--- config.mk ---
export PLATFORM = sky130hd
export DESIGN_NAME = cdem_mul
export DESIGN_NICKNAME = d
export VERILOG_FILES = /design/src/design/cdem_pkg.sv /design/src/design/cdem_mul.sv
export SDC_FILE = /design/constraint.sdc
export NUM_CORES = 2
export LEC_CHECK = 0
export BUFFER_PORTS_ARGS = -buffer_cell sky130_fd_sc_hd__clkbuf_2
export CELL_PAD_IN_SITES_DETAIL_PLACEMENT = 1
export CELL_PAD_IN_SITES_GLOBAL_PLACEMENT = 1
export CORE_ASPECT_RATIO = 0.9
export CORE_UTILIZATION = 51
export CTS_BUF_LIST = sky130_fd_sc_hd__clkbuf_2
export CTS_CLUSTER_SIZE = 40
export DETAILED_ROUTE_END_ITERATION = 8
export GPL_TIMING_DRIVEN = 0
export PLACE_DENSITY_LB_ADDON = 0.15
export SYNTH_ARGS = -nofsm -noshare
export SYNTH_HDL_FRONTEND = slang
export SYNTH_SLANG_ARGS = --single-unit
--- constraint.sdc ---
create_clock -name clk -period 15.7 [get_ports clk]
set_clock_uncertainty 0.15 [all_clocks]
set_input_delay 3.14 -clock clk [delete_from_list [all_inputs] [get_ports clk]]
set_output_delay 3.14 -clock clk [all_outputs]
set_load 0.01 [all_outputs]
--- src/design/cdem_pkg.sv ---
`default_nettype none
// ----------------------------------------------------------------------------
// cdem_pkg - chain domain energy minimizer shared definitions
// Word types, register codes and reset values, and the request and response
// structs that run between the sequencer and the shared arithmetic units.
// ----------------------------------------------------------------------------
package cdem_pkg;

	localparam int unsigned CFG_W     = 40;
	localparam int unsigned CFG_IDX_W = 2;

	localparam logic [CFG_IDX_W-1:0] REG_FOLDED_LENGTH  = 2'd0;
	localparam logic [CFG_IDX_W-1:0] REG_UNFOLD_RATIO   = 2'd1;
	localparam logic [CFG_IDX_W-1:0] REG_STEP_TOLERANCE = 2'd2;

	localparam logic [39:0] FOLDED_LENGTH_RST  = 40'd15461882266;
	localparam logic [39:0] UNFOLD_RATIO_RST   = 40'd32641751450;
	localparam logic [31:0] STEP_TOLERANCE_RST = 32'd43;

	localparam logic [63:0] SAT        = 64'h4000_0000_0000_0000;
	localparam logic [63:0] TWO_PI_Q59 = 64'h3243_F6A8_885A_308D;

	typedef struct packed {
		logic [39:0] folded_length;
		logic [39:0] unfold_ratio;
		logic [31:0] step_tolerance;
	} cfg_t;

	typedef struct packed {
		logic        start;
		logic        sh59;
		logic [63:0] a;
		logic [63:0] b;
	} mul_req_t;

	typedef struct packed {
		logic        start;
		logic [63:0] num_hi;
		logic [63:0] num_lo;
		logic [63:0] den;
	} div_req_t;

	typedef struct packed {
		logic        done;
		logic [63:0] res;
	} unit_rsp_t;

endpackage
`default_nettype wire

--- src/design/cdem_mul.sv ---
`default_nettype none
// ----------------------------------------------------------------------------
// cdem_mul - shared fixed-point multiplier
// 64x64 product from four 32x32 partial products, one per cycle, then a
// right shift by the fraction width or by 59 with saturation at 2^62.
// ----------------------------------------------------------------------------
module cdem_mul import cdem_pkg::*; #(
	parameter int unsigned FRACTION_BITS = 32
) (
	input  logic      clk,
	input  logic      arst_n,
	input  mul_req_t  req,
	output unit_rsp_t rsp
);

	logic [63:0]  a_q, b_q, res_q;
	logic         sh59_q;
	logic [127:0] acc_q;
	logic [1:0]   cnt_q;
	logic         busy_q, fin_q, done_q;

	logic [63:0]  pp;
	logic [1:0]   pos;
	logic [127:0] pp_sh, shifted;
	logic [63:0]  sat_res;

	always_comb begin
		pp      = 64'(a_q[{cnt_q[1], 5'd0} +: 32]) * 64'(b_q[{cnt_q[0], 5'd0} +: 32]);
		pos     = {1'b0, cnt_q[1]} + {1'b0, cnt_q[0]};
		pp_sh   = 128'(pp) << {pos, 5'd0};
		shifted = sh59_q ? (acc_q >> 59) : (acc_q >> FRACTION_BITS);
		sat_res = (shifted > {64'd0, SAT}) ? SAT : shifted[63:0];
	end

	always_ff @(posedge clk or negedge arst_n) begin
		if (!arst_n) begin
			busy_q <= 1'b0;
			fin_q  <= 1'b0;
			done_q <= 1'b0;
			cnt_q  <= 2'd0;
		end else begin
			done_q <= 1'b0;
			if (req.start) begin
				busy_q <= 1'b1;
				cnt_q  <= 2'd0;
			end else if (busy_q) begin
				cnt_q <= cnt_q + 2'd1;
				if (cnt_q == 2'd3) begin
					busy_q <= 1'b0;
					fin_q  <= 1'b1;
				end
			end else if (fin_q) begin
				fin_q  <= 1'b0;
				done_q <= 1'b1;
			end
		end
	end

	always_ff @(posedge clk) begin
		if (req.start) begin
			a_q    <= req.a;
			b_q    <= req.b;
			sh59_q <= req.sh59;
			acc_q  <= 128'd0;
		end else if (busy_q) begin
			acc_q <= acc_q + pp_sh;
		end else if (fin_q) begin
			res_q <= sat_res;
		end
	end

	assign rsp.done = done_q;
	assign rsp.res  = res_q;

endmodule
`default_nettype wire

==> impl_metrics.tcl <==
set metrics [dict create \
    grt-ovfl-total 0 \
    tritoncts "built" \
    grt_max_degree 87 \
    yosys_warnings 0 \
    grtUsageTotal_pct 45.2 \
    initial_core_util_pct 51.5 \
    hold_path.class "flop to flop" \
    syn_area_sq_um 54300 \
    ys_seq_area_share_pct 15.6 \
    synth.area.top_cells "fa_1 33%, edfxtp_1 11%, ha_1 9.0%" \
    fin_setup_tns_ps 0 \
    r2r-start "cnt_q[1]" \
    setup_viol 0 \
    avgRoutedWirePerCell_um 30.6 \
    drt_pre_antenna_iters 6 \
    layoutNonFillerInstCount 7951 \
    hold_start "fin_q" \
    dp_slack_ps -548 \
    num_io_pins 197 \
    crit_path_start_kind "flop" \
    dp_cells 7747 \
    final_antenna_net_count 0 \
    vias 50100 \
    final_nets 7884 \
    crit_start "cnt_q[1]" \
    synth_edf_count 193 \
    crit_family "adder cells" \
    yosysTopAreaCellShare_pct 33.1 \
    met2_usage_pct 63.4 \
    syn_nets 7581 \
    wl_mm 243 \
    grt_pass1_vias 51900 \
    fillCellCount 12600 \
    drive_above_1_share_pct 8.04 \
    status "complete, but fails checks" \
    critPathKind "flop to flop" \
    rsz0062_at_grt "yes" \
    avgViaCountPerCell 6.30 \
    gp_congestion 1.04 \
    path_clk_slew_ps 110 \
    fp-row-count 113 \
    critPathSlowestCell "clkbuf_1" \
    min_path_cells 1 \
    crit_arrival_ps 16790 \
    cts.sinks 326 \
    yosysMostFrequentCell "nor2_1" \
    cts_root_buf "clkbuf_2" \
    max-slew-margin-rel_pct -5.42 \
    clock.fmax_ghz 0.0644 \
    yosysTopAreaCell "fa_1" \
    worstPathMaxFanout 10 \
    die_w_um 346 \
    hpwlAfterDp_mm 202 \
    hold_end "done_q" \
    drc 0 \
    fin_crit_sh_pct 99.0 \
    ys.flop_type "edfxtp_1" \
    use_met1_pct 60.6 \
    critPathMaxStageDelay_ps 800 \
    r2r_slack_ps 160 \
    numCtsBuffers 94 \
    syn_area_per_cell_sq_um 8.81 \
    portBuffers 196 \
    crit_path_end_kind "flop" \
    cp.depth 43 \
    worst_pin_slew_ps 1540 \
    maxSlewViolCount 7 \
    synth_seq_cells 326 \
    layout_setup_ws_ps 162 \
    post_cts_buffers 0 \
    clk_latency_ps 1540 \
    syn_to_final_growth_pct 7.45 \
    timing.rr.end "acc_q[112]" \
    cp_common_cell "fa_1" \
    die_area_sq_um 108000 \
    synthArstFlopShare_pct 1.53 \
    failed_checks "capacitance limit, slew limit" \
    cts_htree_levels 3 \
    grt_first_pass_wirelength_mm 349 \
    chipHeight_um 312 \
    dr.first_iter.drc_count 5407 \
    crit_buf_inv 9 \
    cts_buffer_depth 3 \
    antenna_found_initial 20 \
    grt-busiest-layer "met2" \
    met3_usage_pct 17.4 \
    synth_cell_types 89 \
    crit_required_ps 16950 \
    synth_common_cells "955 x nor2_1, 909 x inv_1, 897 x fa_1" \
    fin_crit_ps 15540 \
    reg2regPathDepth 43 \
    synthCells 6161 \
    cap_violations 3 \
    coreArea_sq_um 105000 \
    hold_violations 0 \
]
how the worst max path moves through the flow:
stage	end	slack [ps]
floorplan	acc_q[127]	4540
global placement	acc_q[127]	-2040
detailed placement	acc_q[127]	-550
CTS	acc_q[127]	20
global route	acc_q[127]	-30
finish	acc_q[112]	160
logic make-up after synthesis:
group,after synthesis,synth area share (%)
muxes,269,5.13
AOI/OAI and AO/OA,868,10.3
adders and majority gates,1288,42.1
other,1,0.00691
DFF,326,15.6
buffers and inverters,1239,8.59
xor gates and xnor gates,172,2.77
and+or+nand+nor,1998,15.5
sequential cells by signal, indices dropped and copies added, names as in the netlist:
register and count:
sh59_q 1, b_q 64, fin_q 1, acc_q 128, busy_q 1, done_q 1, a_q 64, res_q 64
cnt_q 2
per-stage QoR:
step / hold WS [ps] / util [%] / cell area, sq um
2_1_floorplan: 298 / - / 54300
4_1_cts: 349 / 55.1 / 58200
3_5_place_dp: 336 / 54.2 / 57200
6_report: 350 / 55.3 / 58300
5_1_grt: 377 / 55.3 / 58300
3_3_place_gp: 320 / 54.0 / 57000
worst reg2reg max path: cells and delay by family (launching register included):
kind            cells  cell delay (ps)
mux                 2             1360
compound gates     13             3620
fa+ha+maj          10             4410
buf+inv             9             3130
xor+xnor            1              180
simple gates        8             2190
flops               1              380
repair_timing:
item	4_1_cts	5_1_grt
hold buffers	0	0
endpoints found under the hold margin	0	0
endpoints found under the setup margin	10	25
gates resized for setup	12	37
cells in the final DEF (no fill, tap or decap), types with 73 or more instances in the layout:
master,synthesis,final
nand4_1,89,89
inv_1,909,909
nand2_1,672,672
clkbuf_1,296,285
edfxtp_1,193,193
fa_1,897,897
clkbuf_2,4,342
dfxtp_1,128,128
ha_1,391,391
mux2_2,73,73
xnor2_1,102,101
o21ai_0,174,173
mux2i_1,196,172
a21oi_1,273,272
nor2_1,955,955
a21o_1,133,133
area by class of cell:
class / count / area (sq um) / area share (%)
flip-flops and latches: 326 / 8480 / 14.5
inverters: 911 / 3420 / 5.86
well taps: 1380 / 1730 / 2.96
repair buffers: 207 / 1150 / 1.96
clock inverters: 42 / 238 / 0.407
multi-input cells: 4596 / 41300 / 70.8
diodes: 26 / 65.1 / 0.112
plain buffers: 328 / 1290 / 2.22
clock buffers: 135 / 676 / 1.16
layer usage:
layer  wire [um]  vias to the layer above
met1       96600                    25700
met5         340                        -
li1            -                    20500
met4       13600                       22
met3       33000                      707
met2       99500                     3121
Power is left out: the tool's default activity adds up to more than one toggle a clock period on the data nets, which glitch-free logic cannot reach.
