**src/design/cdem_pkg.sv**
```systemverilog
`default_nettype none
// ----------------------------------------------------------------------------
// cdem_pkg - chain domain energy minimizer shared definitions
// Word types, register codes and reset values, and the request and response
// structs that run between the sequencer and the shared arithmetic units.
// ----------------------------------------------------------------------------
package cdem_pkg;

	localparam int unsigned CFG_W     = 40;
	localparam int unsigned CFG_IDX_W = 2;

	localparam logic [CFG_IDX_W-1:0] REG_FOLDED_LENGTH  = 2'd0;
	localparam logic [CFG_IDX_W-1:0] REG_UNFOLD_RATIO   = 2'd1;
	localparam logic [CFG_IDX_W-1:0] REG_STEP_TOLERANCE = 2'd2;

	localparam logic [39:0] FOLDED_LENGTH_RST  = 40'd15461882266;
	localparam logic [39:0] UNFOLD_RATIO_RST   = 40'd32641751450;
	localparam logic [31:0] STEP_TOLERANCE_RST = 32'd43;

	localparam logic [63:0] SAT        = 64'h4000_0000_0000_0000;
	localparam logic [63:0] TWO_PI_Q59 = 64'h3243_F6A8_885A_308D;

	typedef struct packed {
		logic [39:0] folded_length;
		logic [39:0] unfold_ratio;
		logic [31:0] step_tolerance;
	} cfg_t;

	typedef struct packed {
		logic        start;
		logic        sh59;
		logic [63:0] a;
		logic [63:0] b;
	} mul_req_t;

	typedef struct packed {
		logic        start;
		logic [63:0] num_hi;
		logic [63:0] num_lo;
		logic [63:0] den;
	} div_req_t;

	typedef struct packed {
		logic        done;
		logic [63:0] res;
	} unit_rsp_t;

endpackage
`default_nettype wire

```
**src/design/cdem_div.sv**
```systemverilog
`default_nettype none
// ----------------------------------------------------------------------------
// cdem_div - shared restoring divider
// 128 by 64 bit division, one quotient bit per cycle, 64 quotient bits in all.
// Divide by zero or a quotient beyond 64 bits gives 2^62; results clamp there.
// ----------------------------------------------------------------------------
module cdem_div import cdem_pkg::*; (
	input  logic      clk,
	input  logic      arst_n,
	input  div_req_t  req,
	output unit_rsp_t rsp
);

	logic [63:0] rem_q, lo_q, q_q, den_q, res_q;
	logic        sat_q;
	logic [5:0]  cnt_q;
	logic        busy_q, fin_q, done_q;

	logic [64:0] rem2;
	logic        ge;
	logic [64:0] diff;
	logic        ovf;

	always_comb begin
		rem2 = {rem_q, lo_q[63]};
		ge   = rem2 >= {1'b0, den_q};
		diff = rem2 - {1'b0, den_q};
		ovf  = (req.den == 64'd0) || (req.num_hi >= req.den);
	end

	always_ff @(posedge clk or negedge arst_n) begin
		if (!arst_n) begin
			busy_q <= 1'b0;
			fin_q  <= 1'b0;
			done_q <= 1'b0;
			cnt_q  <= 6'd0;
		end else begin
			done_q <= 1'b0;
			if (req.start) begin
				busy_q <= !ovf;
				fin_q  <= ovf;
				cnt_q  <= 6'd63;
			end else if (busy_q) begin
				cnt_q <= cnt_q - 6'd1;
				if (cnt_q == 6'd0) begin
					busy_q <= 1'b0;
					fin_q  <= 1'b1;
				end
			end else if (fin_q) begin
				fin_q  <= 1'b0;
				done_q <= 1'b1;
			end
		end
	end

	always_ff @(posedge clk) begin
		if (req.start) begin
			rem_q <= req.num_hi;
			lo_q  <= req.num_lo;
			den_q <= req.den;
			q_q   <= 64'd0;
			sat_q <= ovf;
		end else if (busy_q) begin
			rem_q <= ge ? diff[63:0] : rem2[63:0];
			lo_q  <= {lo_q[62:0], 1'b0};
			q_q   <= {q_q[62:0], ge};
		end else if (fin_q) begin
			res_q <= (sat_q || (q_q > SAT)) ? SAT : q_q;
		end
	end

	assign rsp.done = done_q;
	assign rsp.res  = res_q;

endmodule
`default_nettype wire

```
**config.mk**
```make
export PLATFORM = sky130hd
export DESIGN_NAME = cdem_div
export DESIGN_NICKNAME = d
export VERILOG_FILES = /design/src/design/cdem_pkg.sv /design/src/design/cdem_div.sv
export SDC_FILE = /design/constraint.sdc
export NUM_CORES = 1
export LEC_CHECK = 0
export ABC_AREA = 1
export BUFFER_PORTS_ARGS = -buffer_cell sky130_fd_sc_hd__buf_2
export CAP_MARGIN = 15
export CORE_ASPECT_RATIO = 1.2
export CORE_MARGIN = 2
export CORE_UTILIZATION = 40
export CTS_CLUSTER_SIZE = 16
export DETAILED_ROUTE_END_ITERATION = 7
export MAX_ROUTING_LAYER = met4
export PLACE_DENSITY_LB_ADDON = 0.2
export SETUP_SLACK_MARGIN = 0.05
export SYNTH_ARGS = -nofsm -noshare
export SYNTH_HDL_FRONTEND = slang
export SYNTH_SLANG_ARGS = --single-unit
```
**constraint.sdc**
```tcl
create_clock -name clk -period 4.75 [get_ports clk]
set_input_delay 0.7125 -clock clk [delete_from_list [all_inputs] [get_ports clk]]
set_output_delay 0.7125 -clock clk [all_outputs]
set_load 0.01 [all_outputs]
```
==> qor.csv, run 1 <==
metric,value,unit
portBuffers,259,
cts-root-buf,clkbuf_16,
drc,0,
required,5.06,ns
grt_antenna_before_repair,23,
grt_max_degree,130,
grt_pass1_wl,103000,um
hold-path-cell-count,1,
ios,260,
tritoncts,done,
dp_cells,3757,
arrival,3.59,ns
cpLargestDelayFamily,simple AND/OR/NAND/NOR gates,
start_kind,register,
cp_slowest_cell,buf_4,
cts.sinks,330,
critPathKind,register to register,
nFillCells,5448,
vias_per_cell,4.84,
initial_core_util,40.5,%
setup_slack,1.47,ns
drv_cap,0,
hold_viol,0,
grt_pass1_vias,19000,
crit_chain,ha_1 > nand2_1 > nand2_1 > inv_1 > nand2_1 > a21oi_1 > nand2_1 > nand2_1 > nand2_1 > nor2_4 > buf_4 > nand3b_1 > nand3_1 > nand2_1,
worst_pin_slew,1.05,ns
ys_ff_latch,330,
endpoint_kind,register,
routed-wl-met3,4240,um
fmax,0.305,GHz
rrSetupSlack,1.47,ns
yosysWarnings,0,
routed_wl,65900,um
cts_buffers,38,
met1_length,27100,um
post_drt_wl_per_cell,17.1,um
cp_num_buf_inv,2,
drive_above_1_share,12.7,%
syn_area,21300,um2
outcome,finished clean,
clock_latency,0.58,ns
final_cells,3850,
ant_nets,0,
core-area,52500,um2
drt-initial-drc-count,1079,
dp_slack,1.58,ns
fin_crit,3.28,ns
grt_util_all_layers,24.6,%
slew_viol_final,0,
hold_class,input pin to register,
clockBufferDepth,3,
syn_area_per_cell,7.46,um2
nets,3420,
critPathMaxStageDelay,0.66,ns
cts_resized,0,
skew,0.0316,ns
rr_endpoint,rem_q[33],
die_h,257,um
dp_hpwl,52100,um
critPathMaxFanout,64,
timing.setup.tns,0,ns
clkTransAtPathRegs,0.06,ns
setup_viol,0,
areaGrowthSynthToFinish,15.7,%
fp-row-count,92,
p_leak,0.0125,uW
num_vias,18600,
top_layer,met4,
ys_seq_area_share,43.4,%
layout_commonest_cell,nand2_1,
power.density,441,nW/um2
cp_common_cell,nand2_1,
critPathCapture,rem_q[33],
maxSlewHeadroom,29.7,%
wl_met2,32600,um
critical_path.startpoint,rem_q[47],
htreeDepth,2,
synthCells,2850,
die_x,214,um
firstDrtPassIters,5,
layout_common_cells,"1016 x nand2_1, 542 x inv_1, 258 x buf_2, 257 x edfxtp_1, 205 x nor2_1",
synth_cell_types,45,
finalCritPeriodShare,69.0,%
crit_cells,14,
grt-ovfl-total,0,
hold_start,req[27],
rsz0062_at_grt,no,
peakVddDrop,0.000319,V
synth_nets,3176,
reg2reg_from,rem_q[47],
die-area,55000,um2
worstRegToRegCells,14,
cts_setup_buffers,0,
place_congestion,0.989,
-- Yosys cell counts, drive strengths merged --
master / n / share of area (%)
nand2: 1029 / 18
inv: 556 / 9.8
edfxtp: 257 / 36
nor2: 222 / 4.2
nand3: 141 / 3.6
ha: 130 / 7.7
a21oi: 80 / 1.9
dfxtp: 64 / 6.0
nand3b: 63 / 2.2
o22ai: 63 / 1.9
nand4: 56 / 1.6
clkbuf: 40 / 0.71
o21ai: 31 / 0.73
buf: 30 / 1.2
xnor2: 30 / 1.2
nor3: 14 / 0.33
dfrtp: 9 / 1.1
o21bai: 9 / 0.34
nor4: 7 / 0.24
and2: 5 / 0.15
clkinv: 3 / 0.053
o21a: 3 / 0.11
a21boi: 1 / 0.035
a21o: 1 / 0.035
a22oi: 1 / 0.035
conb: 1 / 0.018
fa: 1 / 0.094
nand2b: 1 / 0.029
or2: 1 / 0.029
xor2: 1 / 0.041
-- sequential cells by signal (all words and copies together), names as in the netlist --
name / count
lo_q: 64
den_q: 64
q_q: 64
cnt_q: 6
res_q: 64
fin_q: 1
busy_q: 1
sat_q: 1
done_q: 1
rem_q: 64
-- report_power, final --
group,internal (uW),switching (uW),total [uW]
logic,1360,2730,4090
registers,3540,141,3680
clock network,1790,1280,3070
-- metal layers --
metal | vias up | global-route usage (%)
met5 | - | -
met4 | 0 | 7.23
met3 | 97 | 5.74
met2 | 414 | 42.7
met1 | 8625 | 28.2
li1 | 9509 | -
-- per-stage QoR --
step	hold WS [ns]	power [uW]	utilization [%]	cell area, um2
2_1_floorplan	0.417	6600	-	21300
3_3_place_gp	0.481	7780	44.2	23200
3_5_place_dp	0.492	7820	44.2	23200
4_1_cts	0.291	10900	46.7	24500
5_1_grt	0.310	11600	46.9	24600
6_report	0.323	10800	46.9	24600
-- how the worst min path moves through the flow --
stage                     end  slack, ns
global placement      q_q[63]       0.48
global route        den_q[19]       0.31
floorplan              busy_q       0.42
finish              den_q[27]       0.32
CTS                 den_q[27]       0.29
detailed placement    q_q[63]       0.49
-- cell type report --
cell class	count	area, um2	share of cell area [%]
diodes	23	57.6	0.234
clock buffers	47	1070	4.34
clock inverters	21	241	0.982
inverters	559	2110	8.56
multi-input cells	1891	9550	38.8
flip-flops and latches	330	9220	37.5
well taps	705	882	3.59
repair buffers	274	1470	5.97
-- timing repair --
item | CTS | global route
hold buffers | 1 | 0
hold endpoints to repair | 9 | 0
setup endpoints to repair | 0 | 0
-- kinds of logic (layout without fill, tap and decap cells) --
family / Yosys count / after routing / share of synthesized area, %
AND/OR/NAND/NOR: 1539 / 1539 / 30.8
buffers and inverters: 629 / 901 / 11.8
flip-flops: 330 / 330 / 43.4
AO/OA/AOI/OAI: 189 / 189 / 5.03
adder cells (fa/ha/maj): 131 / 131 / 7.74
XOR/XNOR: 31 / 31 / 1.28
other: 1 / 24 / 0.0176
(Power assumes the default switching activity.)
==> run 2, diff against run 1 <==
==> constraint.sdc (replaced) <==
create_clock -name clk -period 3.4 [get_ports clk]
set_input_delay 0.51 -clock clk [delete_from_list [all_inputs] [get_ports clk]]
set_output_delay 0.51 -clock clk [all_outputs]
set_load 0.01 [all_outputs]
==> run 2 against run 1 <==
Effect of this change: die area is the same; hold slack got worse by 0.19 ns; critical path depth did not move; sequential power grew 39%; utilization about the same; cell area is essentially flat; clock-buffer cell count is 3 lower; global-route usage fell by 0.29 points; register-to-register slack got worse by 1.0 ns; worst setup slack lost 1.0 ns.
==> qor.csv, run 2 (synthesized netlist as in run 1, its figures left out) <==
metric,value,unit
outcome,finished clean,
cts-root-buf,clkbuf_16,
cp_slowest_cell,ha_1,
top_layer,met4,
firstDrtPassIters,5,
die-area,55000,um2
crit_chain,ha_1 > nand2_2 > inv_2 > nand2_1 > nand2_1 > a21oi_1 > nand2_1 > nand2_1 > nand2_1 > nor2_4 > buf_12 > nand3b_1 > nand3_1 > nand2_1,
place_congestion,1.00,
peakVddDrop,0.000453,V
design_area,24600,um2
post_drt_wl_per_cell,16.9,um
critical_path.startpoint,rem_q[46],
dp_cells,3764,
vias_per_cell,4.85,
setup_viol,0,
critPathKind,register to register,
fp-row-count,92,
grt_pass1_wl,102000,um
grt_max_degree,66,
ios,260,
cts_buffers,37,
initial_core_util,40.5,%
maxSlewHeadroom,28.0,%
grt_util_all_layers,24.3,%
hold_start,req[56],
die_x,214,um
htreeDepth,2,
arrival,3.24,ns
tritoncts,done,
routed-wl-met3,4000,um
layout_common_cells,"1016 x nand2_1, 542 x inv_1, 258 x buf_2, 257 x edfxtp_1, 205 x nor2_1",
critPathMaxFanout,64,
power.density,608,nW/um2
endpoint_kind,register,
drc,0,
seqCellArea,9220,um2
finalCritPeriodShare,86.3,%
ant_nets,0,
drt-initial-drc-count,1105,
die_h,257,um
reg2reg_from,rem_q[46],
dp_hpwl,51900,um
slew_viol_final,0,
layout_commonest_cell,nand2_1,
p_leak,0.0125,uW
worst_pin_slew,1.08,ns
clockBufferDepth,3,
skew,0.0249,ns
hold_viol,0,
start_kind,register,
clock_latency,0.56,ns
dpl_cell_area,23300,um2
dp_slack,0.521,ns
core-area,52500,um2
cts.sinks,330,
fin_crit,2.93,ns
routed_wl,65300,um
drive_above_1_share,12.7,%
cts_setup_buffers,0,
critPathMaxStageDelay,0.45,ns
wl_met2,32000,um
num_vias,18700,
fmax,0.341,GHz
cts_resized,0,
drv_cap,0,
met1_length,27400,um
clkTransAtPathRegs,0.06,ns
required,3.71,ns
areaGrowthSynthToFinish,15.6,%
cp_common_cell,nand2_1,
final_cells,3856,
grt_antenna_before_repair,24,
timing.setup.tns,0,ns
nets,3425,
nFillCells,5410,
hold_class,input pin to register,
multiInputGateArea,9550,um2
rsz0062_at_grt,no,
portBuffers,259,
grt_pass1_vias,18900,
grt-ovfl-total,0,
whs,0.136,ns
setup_slack,0.466,ns
holdBufCountCts,1,
-- run 2: changes by cell type in the layout (fill, tap and decap cells not counted), sizes merged, moves of 2 or more --
cell      change
clkbuf        -3
clkinv        +7
buf           +6
inv           -6
clkinvlp      +2
-- run 2: worst paths after layout --
kind	cells after the start	slack [ns]	end
hold reg to reg	2	0.50	q_q[63]
setup / recovery	14	0.47	rem_q[33]
hold / removal	1	0.14	den_q[56]
max in group asynchronous	2	2.86	fin_q
min in group asynchronous	2	0.35	done_q
setup reg to reg	14	0.47	rem_q[33]
-- run 2: stage by stage --
stage               power [uW]  utilization [%]
finish                   14900             46.8
global route             16000             46.8
CTS                      15000             46.7
detailed placement       11000             44.4
global placement         10900             44.4
floorplan                 9210                -
-- run 2: critical path: cells and delay by family (launching register included) --
family | cells | cell delay, ns
adder cells (fa/ha/maj) | 1 | 0.45
flip-flops | 1 | 0.44
AND/OR/NAND/NOR | 10 | 1.12
buffers and inverters | 2 | 0.28
AO/OA/AOI/OAI | 1 | 0.24
-- run 2: final cells by class --
class | instances | share of cell area (%)
flip-flops and latches | 330 | 37.5
diodes | 24 | 0.244
inverters | 559 | 8.57
well taps | 705 | 3.59
repair buffers | 280 | 6.26
clock inverters | 23 | 0.911
clock buffers | 44 | 4.04
multi-input cells | 1891 | 38.8
-- run 2: power breakdown --
part	switching, uW	total, uW	internal, uW
clock network	1740	4010	2270
logic	3850	5800	1950
registers	195	5130	4940
-- run 2: layer usage --
metal,vias up,global-route usage [%]
li1,9522,-
met1,8662,28.4
met2,421,41.9
met3,86,5.23
met4,0,7.10
met5,-,-
